**config.mk**
```make
export PLATFORM = sky130hd
export DESIGN_NAME = ber_tlv_integer_decoder
export DESIGN_NICKNAME = d
export VERILOG_FILES = /design/src/rtl/core/btid_pkg.sv /design/src/rtl/core/ber_tlv_integer_decoder.sv
export SDC_FILE = /design/constraint.sdc
export NUM_CORES = 1
export LEC_CHECK = 0
export BUFFER_PORTS_ARGS = -buffer_cell sky130_fd_sc_hd__buf_2
export CELL_PAD_IN_SITES_DETAIL_PLACEMENT = 1
export CELL_PAD_IN_SITES_GLOBAL_PLACEMENT = 2
export CORE_MARGIN = 10
export CORE_UTILIZATION = 44
export DETAILED_ROUTE_END_ITERATION = 8
export GPL_ROUTABILITY_DRIVEN = 1
export PLACE_DENSITY = 0.91
export REMOVE_ABC_BUFFERS = 1
export SLEW_MARGIN = 20
export SYNTH_ARGS = -nofsm -noshare
export SYNTH_HDL_FRONTEND = slang
export SYNTH_SLANG_ARGS = --single-unit
```
**constraint.sdc**
```tcl
create_clock -name clk -period 5.2 [get_ports clk]
set_clock_uncertainty 0.1 [all_clocks]
set_input_delay 1.04 -clock clk [delete_from_list [all_inputs] [get_ports clk]]
set_output_delay 1.04 -clock clk [all_outputs]
set_load 0.02 [all_outputs]
```
**src/rtl/core/btid_pkg.sv**
```systemverilog
// btid_pkg: shared constants for the ber tlv integer decoder
// status codes and default limits; no dependencies
`timescale 1ns / 1ps

package btid_pkg;

	localparam int DEF_MAX_TAG_OCTETS    = 8;
	localparam int DEF_MAX_LENGTH_OCTETS = 8;

	localparam logic [2:0] ST_OK      = 3'd0;
	localparam logic [2:0] ST_TAGLONG = 3'd1;
	localparam logic [2:0] ST_INDEF   = 3'd2;
	localparam logic [2:0] ST_LENOCT  = 3'd3;
	localparam logic [2:0] ST_BADINT  = 3'd4;
	localparam logic [2:0] ST_TRUNC   = 3'd5;

	localparam logic [4:0] HIGH_TAG_MARK = 5'h1f;
	localparam int         MAX_INT_OCTETS = 8;

endpackage

```
**src/rtl/core/ber_tlv_integer_decoder.sv**
```systemverilog
// ber_tlv_integer_decoder: one octet per item, parses identifier, length, integer value
// depends on btid_pkg; checked by btid_checker
// an accepted octet passes through the input register and then the result register
// throughput: one item per cycle while out_stall is low; each octet is a single state update
// a result is emitted only on completion, error or data_ended
// reset: arst_n asynchronous active low, clears phase, accumulators and both valid flags
`timescale 1ns / 1ps

module ber_tlv_integer_decoder
	import btid_pkg::*;
#(
	parameter int MAX_TAG_OCTETS    = DEF_MAX_TAG_OCTETS,
	parameter int MAX_LENGTH_OCTETS = DEF_MAX_LENGTH_OCTETS
) (
	input  logic        clk,
	input  logic        arst_n,
	input  logic        in_valid,
	output logic        in_stall,
	input  logic [7:0]  in_byte,
	input  logic        data_ended,
	output logic        out_valid,
	input  logic        out_stall,
	output logic [1:0]  tag_class,
	output logic        constructed,
	output logic [55:0] tag_number,
	output logic [63:0] content_length,
	output logic [63:0] int_value,
	output logic [2:0]  status
);

	localparam int TagCntW = $clog2(MAX_TAG_OCTETS + 1);
	localparam int LenCntW = $clog2(MAX_LENGTH_OCTETS + 1);

	typedef enum logic [2:0] {
		PH_IDLE = 3'd0,
		PH_TAG  = 3'd1,
		PH_LEN  = 3'd2,
		PH_LENX = 3'd3,
		PH_VAL  = 3'd4
	} phase_t;

	// input register
	logic       in_valid_s1;
	logic [7:0] byte_s1;
	logic       ended_s1;

	// element state
	phase_t              phase_q, phase_n;
	logic [1:0]          cls_q, cls_n;
	logic                cons_q, cons_n;
	logic [55:0]         tag_q, tag_n;
	logic [TagCntW-1:0]  tcnt_q, tcnt_n;
	logic [63:0]         len_q, len_n;
	logic [LenCntW-1:0]  lleft_q, lleft_n;
	logic [63:0]         val_q, val_n;
	logic [3:0]          vleft_q, vleft_n;

	logic       emit;
	logic [2:0] st;
	logic       do_begin;
	logic       advance;

	// result register
	logic        res_valid_q;
	logic [1:0]  cls_res_q;
	logic        cons_res_q;
	logic [55:0] tag_res_q;
	logic [63:0] len_res_q;
	logic [63:0] int_res_q;
	logic [2:0]  st_res_q;

	assign advance  = !res_valid_q || !out_stall;
	assign in_stall = in_valid_s1 && !advance;

	always_ff @(posedge clk or negedge arst_n) begin
		if (!arst_n) begin
			in_valid_s1 <= 1'b0;
			byte_s1     <= '0;
			ended_s1    <= 1'b0;
		end else if (!in_stall) begin
			in_valid_s1 <= in_valid;
			byte_s1     <= in_byte;
			ended_s1    <= data_ended;
		end
	end

	always_comb begin
		phase_n  = phase_q;
		cls_n    = cls_q;
		cons_n   = cons_q;
		tag_n    = tag_q;
		tcnt_n   = tcnt_q;
		len_n    = len_q;
		lleft_n  = lleft_q;
		val_n    = val_q;
		vleft_n  = vleft_q;
		emit     = 1'b0;
		st       = ST_OK;
		do_begin = 1'b0;
		if (in_valid_s1) begin
			if (ended_s1) begin
				if (phase_q == PH_IDLE) begin
					cls_n   = '0;
					cons_n  = 1'b0;
					tag_n   = '0;
					tcnt_n  = '0;
					len_n   = '0;
					lleft_n = '0;
					val_n   = '0;
					vleft_n = '0;
				end
				emit = 1'b1;
				st   = ST_TRUNC;
			end else begin
				unique case (phase_q)
					PH_TAG: begin
						tag_n  = {tag_q[48:0], byte_s1[6:0]};
						tcnt_n = tcnt_q + TagCntW'(1);
						if (byte_s1[7]) begin
							if (tcnt_n >= TagCntW'(MAX_TAG_OCTETS)) begin
								emit = 1'b1;
								st   = ST_TAGLONG;
							end
						end else if (tag_n < 56'd31) begin
							emit = 1'b1;
							st   = ST_TAGLONG;
						end else begin
							phase_n = PH_LEN;
						end
					end
					PH_LEN: begin
						if (!byte_s1[7]) begin
							len_n    = {57'd0, byte_s1[6:0]};
							do_begin = 1'b1;
						end else if (byte_s1[6:0] == 7'd0) begin
							emit = 1'b1;
							st   = ST_INDEF;
						end else if (byte_s1[6:0] > 7'(MAX_LENGTH_OCTETS)) begin
							emit = 1'b1;
							st   = ST_LENOCT;
						end else begin
							len_n   = '0;
							lleft_n = byte_s1[LenCntW-1:0];
							phase_n = PH_LENX;
						end
					end
					PH_LENX: begin
						len_n = {len_q[55:0], byte_s1};
						if (lleft_q != '0) begin
							lleft_n = lleft_q - LenCntW'(1);
						end
						if (lleft_n == '0) begin
							do_begin = 1'b1;
						end
					end
					PH_VAL: begin
						val_n = {val_q[55:0], byte_s1};
						if (vleft_q != 4'd0) begin
							vleft_n = vleft_q - 4'd1;
						end
						if (vleft_n == 4'd0) begin
							emit = 1'b1;
							st   = ST_OK;
						end
					end
					default: begin
						cls_n   = byte_s1[7:6];
						cons_n  = byte_s1[5];
						tcnt_n  = '0;
						len_n   = '0;
						lleft_n = '0;
						val_n   = '0;
						vleft_n = '0;
						if (byte_s1[4:0] == HIGH_TAG_MARK) begin
							tag_n   = '0;
							phase_n = PH_TAG;
						end else begin
							tag_n   = {51'd0, byte_s1[4:0]};
							phase_n = PH_LEN;
						end
					end
				endcase
				if (do_begin) begin
					if (len_n == 64'd0 || len_n > 64'(MAX_INT_OCTETS)) begin
						emit = 1'b1;
						st   = ST_BADINT;
					end else begin
						val_n   = '0;
						vleft_n = len_n[3:0];
						phase_n = PH_VAL;
					end
				end
			end
			if (emit) begin
				phase_n = PH_IDLE;
			end
		end
	end

	always_ff @(posedge clk or negedge arst_n) begin
		if (!arst_n) begin
			phase_q     <= PH_IDLE;
			cls_q       <= '0;
			cons_q      <= 1'b0;
			tag_q       <= '0;
			tcnt_q      <= '0;
			len_q       <= '0;
			lleft_q     <= '0;
			val_q       <= '0;
			vleft_q     <= '0;
			res_valid_q <= 1'b0;
			cls_res_q   <= '0;
			cons_res_q  <= 1'b0;
			tag_res_q   <= '0;
			len_res_q   <= '0;
			int_res_q   <= '0;
			st_res_q    <= ST_OK;
		end else if (advance) begin
			if (in_valid_s1) begin
				phase_q <= phase_n;
				cls_q   <= cls_n;
				cons_q  <= cons_n;
				tag_q   <= tag_n;
				tcnt_q  <= tcnt_n;
				len_q   <= len_n;
				lleft_q <= lleft_n;
				val_q   <= val_n;
				vleft_q <= vleft_n;
			end
			res_valid_q <= in_valid_s1 && emit;
			if (in_valid_s1 && emit) begin
				cls_res_q  <= cls_n;
				cons_res_q <= cons_n;
				tag_res_q  <= tag_n;
				len_res_q  <= len_n;
				int_res_q  <= (st == ST_OK) ? val_n : 64'd0;
				st_res_q   <= st;
			end
		end
	end

	assign out_valid      = res_valid_q;
	assign tag_class      = cls_res_q;
	assign constructed    = cons_res_q;
	assign tag_number     = tag_res_q;
	assign content_length = len_res_q;
	assign int_value      = int_res_q;
	assign status         = st_res_q;

endmodule

```
==> results of run 1 <==
==> synth_stat cells (2+ instances only) <==
master / n / area, um^2
clkbuf_1: 104 / 390
inv_1: 10 / 37.5
mux2_1: 2 / 22.5
buf_6: 6 / 67.6
mux2_4: 46 / 691
nor3b_1: 2 / 15.0
a22o_1: 433 / 3790
mux2_2: 88 / 991
ha_1: 3 / 37.5
xnor2_1: 4 / 35.0
a21o_1: 67 / 503
o22ai_1: 5 / 31.3
nand2b_1: 7 / 43.8
nor3_1: 12 / 60.1
and3_1: 3 / 18.8
nor2b_1: 5 / 31.3
dfrtp_1: 403 / 10100
buf_2: 12 / 60.1
a32o_1: 7 / 70.1
or2_2: 7 / 43.8
buf_4: 5 / 37.5
o211ai_1: 2 / 15.0
nor4_1: 29 / 181
and2_1: 8 / 50.1
nor2_1: 18 / 67.6
a21oi_1: 10 / 50.1
buf_1: 6 / 22.5
o21ai_1: 3 / 15.0
nor4b_1: 2 / 17.5
nand4_1: 4 / 25.0
nand3_1: 9 / 45.0
a211oi_1: 2 / 15.0
a21boi_0: 2 / 15.0
o21ai_0: 30 / 150
nand2_1: 45 / 169
mux2i_1: 10 / 100
==> worst max-delay path by stage <==
stage | endpoint | slack, ns | from | cells past startpoint
2_1_floorplan | int_value[62] | -1.99 | out_stall | 5
3_3_place_gp | int_value[51] | 1.11 | phase_q[0] | 9
3_5_place_dp | int_value[29] | 0.95 | phase_q[0] | 9
4_1_cts | int_value[19] | 0.89 | phase_q[0] | 9
5_1_grt | int_value[19] | 0.66 | phase_q[0] | 9
6_report | int_value[19] | 0.86 | phase_q[0] | 9
==> routing by layer <==
metal  wire length (um)  vias to the layer above
li1                   -                     5872
met1              23400                     7064
met2              26600                      349
met3               2580                       56
met4                896                        2
met5                 13                        -
==> per-stage QoR <==
stage	setup slack, ns	power (W)	cells	cell area [um^2]	hold WS [ns]
finish	0.859	0.00914	2141	21200	0.224
global route	0.655	0.00957	2141	21200	0.213
CTS	0.892	0.00922	2140	21200	0.395
detailed placement	0.955	0.00603	2062	19700	0.383
global placement	1.11	0.00599	2062	19700	0.370
floorplan	-1.99	0.00513	1303	17700	0.351
==> area by class of cell <==
| class | instances | share of cell area (%) |
|---|---|---|
| Timing Repair Buffer | 228 | 6.11 |
| Sequential cell | 403 | 47.6 |
| Multi-Input combinational cell | 890 | 36.1 |
| Inverter | 10 | 0.177 |
| Clock buffer | 59 | 5.93 |
| Clock inverter | 19 | 0.909 |
| Tap cell | 532 | 3.14 |
==> power breakdown <==
part           internal, W  leakage [nW]  switching [W]  total [W]
combinational     0.000729          4.78        0.00166    0.00239
clock              0.00181         0.716        0.00135    0.00317
sequential         0.00330          5.58       0.000290    0.00359
==> kinds of logic after synthesis <==
group	share of synthesized area [%]
adder cells (fa/ha/maj)	0.205
flip-flops	55.2
XOR/XNOR	0.240
AO/OA/AOI/OAI	26.5
buffers and inverters	3.37
AND/OR/NAND/NOR	4.63
multiplexers	9.87
==> registers in the layout (all words and copies together) (netlist names) <==
register,cells
byte_s1,8
cls_q,2
cons_q,1
constructed,1
content_length,64
ended_s1,1
in_valid_s1,1
int_value,64
len_q,64
lleft_q,4
out_valid,1
phase_q,3
status,3
tag_class,2
tag_number,56
tag_q,56
tcnt_q,4
val_q,64
vleft_q,4
==> flow_summary_export.csv, run 1 <==
group,metric,value,unit
detailed_routing,routed_wl,53500,um
run_status,outcome,"finished clean",
worst_setup_path,critPathLaunchType,"flip-flop",
global_routing,grt_busiest_layer,"met2",
floorplan,design.core.area,0.0409,mm^2
finish,areaGrowthSynthToFinish,15.9,%
sta,hold_viol,0,
global_routing,met1_usage,28.2,%
finish,final_core_util,51.8,%
sta,worstMarginPinSlew,1.07,ns
floorplan,die_x,224,um
power,power.density,431,mW/mm^2
floorplan,ios,205,
worst_setup_path,endpoint_kind,"flip-flop",
floorplan,die_area,0.0501,mm^2
clocking,cts-resized-gates,0,
global_routing,grt_start_max_net_pins,128,
global_routing,antenna_found_initial,1,
clocking,ctsRootBufferMaster,"clkbuf_16",
finish,layout.nets,1593,
global_routing,grt_use_met2,34.9,%
global_routing,grt_overflow,0,
detailed_routing,dr.pass1.iters,5,
yosys,ys_ff_latch,403,
yosys,ys_types,61,
yosys,synthesis.area,0.0183,mm^2
yosys,synth_ff_type,"dfrtp_1",
worst_hold_path,hold_path.class,"in -> async",
clocking,post-cts-setup-buffers,0,
clocking,cts_buffer_depth,3,
finish,multi_input_area,0.00766,mm^2
clocking,hold_buffers,0,
detailed_routing,vias,13300,
power,ir_drop,262,uV
worst_setup_path,worst-r2r-cell-count,9,
yosys,synth_cells,1436,
sta,finalSetupViolCount,0,
worst_setup_path,arrival,4.74,ns
power,cellLeakagePower,11.1,nW
global_routing,grt_pass1_wl,85900,um
sta,grt_setup_unrepaired,"false",
sta,period_needed,4.34,ns
yosys,async_reset_ff_share,100,%
clocking,clock_sinks,403,
worst_setup_path,crit_fanout,65,
worst_setup_path,required,5.60,ns
finish,nFillCells,4199,
floorplan,die-height,224,um
worst_setup_path,crit_buf_inv,1,
sta,fin_crit_sh,83.5,%
clocking,clkTransAtPathRegs,0.07,ns
clocking,htree_levels,2,
worst_setup_path,crit_type,"reg -> reg",
yosys,yosysSeqAreaShare,55.2,%
yosys,ys_warn_count,0,
finish,final_cell_mix,"a22o_1, dfrtp_1, buf_2, mux2_2, a21o_1",
worst_setup_path,path_delay_family,"compound AO/OA/AOI/OAI gates",
detailed_routing,drcViolationCount,0,
yosys,synth_edf_count,0,
clocking,clk_latency,0.58,ns
finish,insertedDiodeCount,0,
yosys,syn_avg_cell_area,12.7,um^2
detailed_routing,drtIter0Drc,1198,
clocking,tritoncts,"built",
sta,fin_tns_setup,0,ns
sta,fmax,0.230,GHz
sta,slew_viol_final,0,
worst_setup_path,cp_slowest_cell,"dfrtp_1",
finish,ff_latch_area,0.0101,mm^2
placement,place.gp.congestion,0.875,
worst_setup_path,max_stage_delay,0.87,ns
floorplan,rows,74,
clocking,cts_buffers,44,
finish,drive_gt1_share,28.8,%
detailed_routing,viasPerCell,6.23,
placement,port_buffers,204,
finish,final_common_cell,"a22o_1",
run,drv_cap,0,
sta,max_slew_margin,28.9,%
global_routing,grt_pass1_vias,14300,
worst_setup_path,reg2reg_from,"phase_q[0]",
placement,place_hpwl,33700,um
floorplan,start_util,44.7,%
worst_setup_path,path_cells,"nand2b_1 > a311oi_4 > a221o_2 > nor4b_4 > mux2_4 > a311o_1 > o21ai_4 > buf_4 > a22o_1",
global_routing,groute.layer.met3.usage,3.92,%
detailed_routing,wl_per_cell,25.0,um
worst_setup_path,r2r-end,"int_value[19]",
detailed_routing,drtAntennaViolNets,0,
global_routing,grt_usage,21.1,%
worst_setup_path,ff2ff_setup_slack,0.86,ns
(Power assumes the default switching activity.)
==> inputs of run 2 (changes only) <==
- CORE_UTILIZATION: 44 -> 40
- PLACE_DENSITY: 0.91 -> 0.84
- clock period: 5.2 -> 4.4 ns (I/O delays scaled with it)
==> run 2 against run 1 <==
Effect of this change: sequential share of layout area shrank 0.54 points; utilization down 4.5 points; global-route usage decreased by 1.8 points; count of clock-buffer cells in the layout up 3; total power rose by 21%; critical path type unchanged; largest cell class unchanged.
==> flow_summary_export.csv, run 2 (synthesis results as in run 1) <==
group,metric,value,unit
sta,fin_crit_sh,88.8,%
clocking,ctsRootBufferMaster,"clkbuf_16",
floorplan,start_util,40.4,%
sta,slew_viol_final,0,
clocking,clkTransAtPathRegs,0.06,ns
clocking,hold_buffers,0,
finish,layout.nets,1602,
worst_setup_path,path_delay_family,"compound AO/OA/AOI/OAI gates",
worst_setup_path,required,4.76,ns
floorplan,die_x,234,um
worst_setup_path,cp_slowest_cell,"dfrtp_1",
floorplan,rows,78,
worst_setup_path,ff2ff_setup_slack,0.49,ns
sta,max_slew_margin,37.4,%
placement,place_hpwl,33700,um
finish,finalInstanceArea,0.0214,mm^2
clocking,clk_latency,0.57,ns
power,swShare,35.3,%
global_routing,grt_usage,19.3,%
clocking,cts_buffers,44,
power,fin_total_pwr,0.0111,W
sta,fmax,0.256,GHz
sta,grt_setup_unrepaired,"false",
clocking,post-cts-setup-buffers,0,
finish,drive_gt1_share,29.1,%
sta,finalSetupViolCount,0,
placement,place_inst,2140,
finish,nFillCells,4688,
sta,worstMarginPinSlew,0.938,ns
worst_setup_path,critPathMostFrequentCell,"mux2_4",
placement,place.gp.congestion,0.897,
placement,port_buffers,204,
detailed_routing,routed_wl,53600,um
detailed_routing,drcViolationCount,0,
worst_setup_path,path_cells,"o31ai_2 > a311oi_4 > a221o_2 > nor4b_4 > mux2_4 > a311oi_2 > a21oi_4 > buf_12 > mux2_4",
power,ir_drop,449,uV
finish,final_cell_mix,"a22o_1, dfrtp_1, buf_2, mux2_2, a21o_1",
detailed_routing,dr.pass1.iters,5,
detailed_routing,drtIter0Drc,1084,
power,sequentialPowerShare,38.0,%
global_routing,grt_start_max_net_pins,109,
placement,place_area,0.0199,mm^2
sta,fin_tns_setup,0,ns
sta,period_needed,3.91,ns
power,combPwrFrac,26.9,%
power,power.net_switching,0.00390,W
worst_setup_path,critPathLaunchType,"flip-flop",
worst_setup_path,crit_buf_inv,1,
worst_setup_path,arrival,4.27,ns
global_routing,grt_overflow,0,
power,intPower,0.00716,W
finish,final_common_cell,"a22o_1",
floorplan,ios,205,
finish,insertedDiodeCount,0,
worst_setup_path,reg2reg_from,"byte_s1[2]",
detailed_routing,wl_per_cell,24.2,um
floorplan,die_area,0.0546,mm^2
worst_setup_path,crit_fanout,56,
clocking,tritoncts,"built",
run_status,outcome,"finished clean",
worst_setup_path,r2r-end,"tag_number[30]",
run,drv_cap,0,
finish,final_cells,2217,
clocking,htree_levels,2,
worst_setup_path,endpoint_kind,"flip-flop",
power,p_clk_share,35.1,%
global_routing,grt_pass1_vias,14200,
detailed_routing,vias,13300,
clocking,clock_sinks,403,
worst_setup_path,max_stage_delay,0.57,ns
worst_setup_path,worst-r2r-cell-count,9,
worst_hold_path,hold_path.class,"in -> async",
power,cellLeakagePower,11.2,nW
floorplan,design.core.area,0.0453,mm^2
detailed_routing,drtAntennaViolNets,0,
finish,areaGrowthSynthToFinish,17.3,%
worst_setup_path,crit_start,"byte_s1[2]",
power,power.density,516,mW/mm^2
detailed_routing,viasPerCell,5.99,
sta,holdWs,0.307,ns
clocking,cts-resized-gates,0,
sta,hold_viol,0,
floorplan,die-height,234,um
global_routing,grt_pass1_wl,85100,um
worst_setup_path,crit_type,"reg -> reg",
clocking,cts_buffer_depth,3,
global_routing,antenna_found_initial,1,
[run 2: cell count changes in the layout (fill, tap and decap cells not counted)]
cell,change
buf_4,+6
buf_12,+4
bufinv_16,+3
clkbuf_8,+2
clkinv_2,-2
clkinvlp_4,-2
buf_16,-1
clkbuf_1,+1
inv_16,-1
inv_6,-1
inv_8,-1
or2_2,-1
or2_4,+1
[run 2: worst max-delay path by stage]
| stage | end | slack (ns) | cells past startpoint |
|---|---|---|---|
| 5_1_grt | tag_number[30] | 0.35 | 9 |
| 6_report | tag_number[30] | 0.49 | 9 |
| 3_3_place_gp | tag_number[31] | 0.66 | 9 |
| 3_5_place_dp | tag_number[48] | 0.59 | 9 |
| 4_1_cts | tag_number[30] | 0.57 | 9 |
| 2_1_floorplan | int_value[62] | -2.74 | 5 |
[run 2: final cells by class]
type | count | area (um^2) | share of cell area [%]
Clock inverter | 15 | 218 | 1.02
Inverter | 10 | 37.5 | 0.175
Clock buffer | 62 | 1290 | 6.01
Timing Repair Buffer | 237 | 1390 | 6.49
Multi-Input combinational cell | 890 | 7660 | 35.7
Sequential cell | 403 | 10100 | 47.1
Tap cell | 600 | 751 | 3.50
[run 2: through the flow]
step	worst slack, ns	util, %
6_report	0.492	47.3
4_1_cts	0.571	47.3
5_1_grt	0.345	47.3
3_5_place_dp	0.587	44.0
2_1_floorplan	-2.74	-
3_3_place_gp	0.657	44.0
[run 2: worst reg2reg max path, delay by kind of cell (launching register included)]
kind / cells / cell delay, ns
compound gates: 5 / 1.66
flops: 1 / 0.57
mux: 2 / 0.86
buf+inv: 1 / 0.21
simple gates: 1 / 0.39
[run 2: power by group through the flow]
stage | combinational (W) | sequential [W] | clock [W]
6_report | 0.00297 | 0.00420 | 0.00388
5_1_grt | 0.00321 | 0.00423 | 0.00412
4_1_cts | 0.00298 | 0.00419 | 0.00396
3_5_place_dp | 0.00297 | 0.00426 | 0
3_3_place_gp | 0.00294 | 0.00424 | 0
2_1_floorplan | 0.00180 | 0.00427 | 0
[run 2: metal layers]
| metal | global-route usage, % | vias up | routed length [um] |
|---|---|---|---|
| met2 | 31.1 | 294 | 26000 |
| met5 | 0 | - | 13 |
| met4 | 4.72 | 2 | 1050 |
| met3 | 3.84 | 67 | 2500 |
| li1 | - | 5886 | - |
| met1 | 26.4 | 7034 | 24000 |
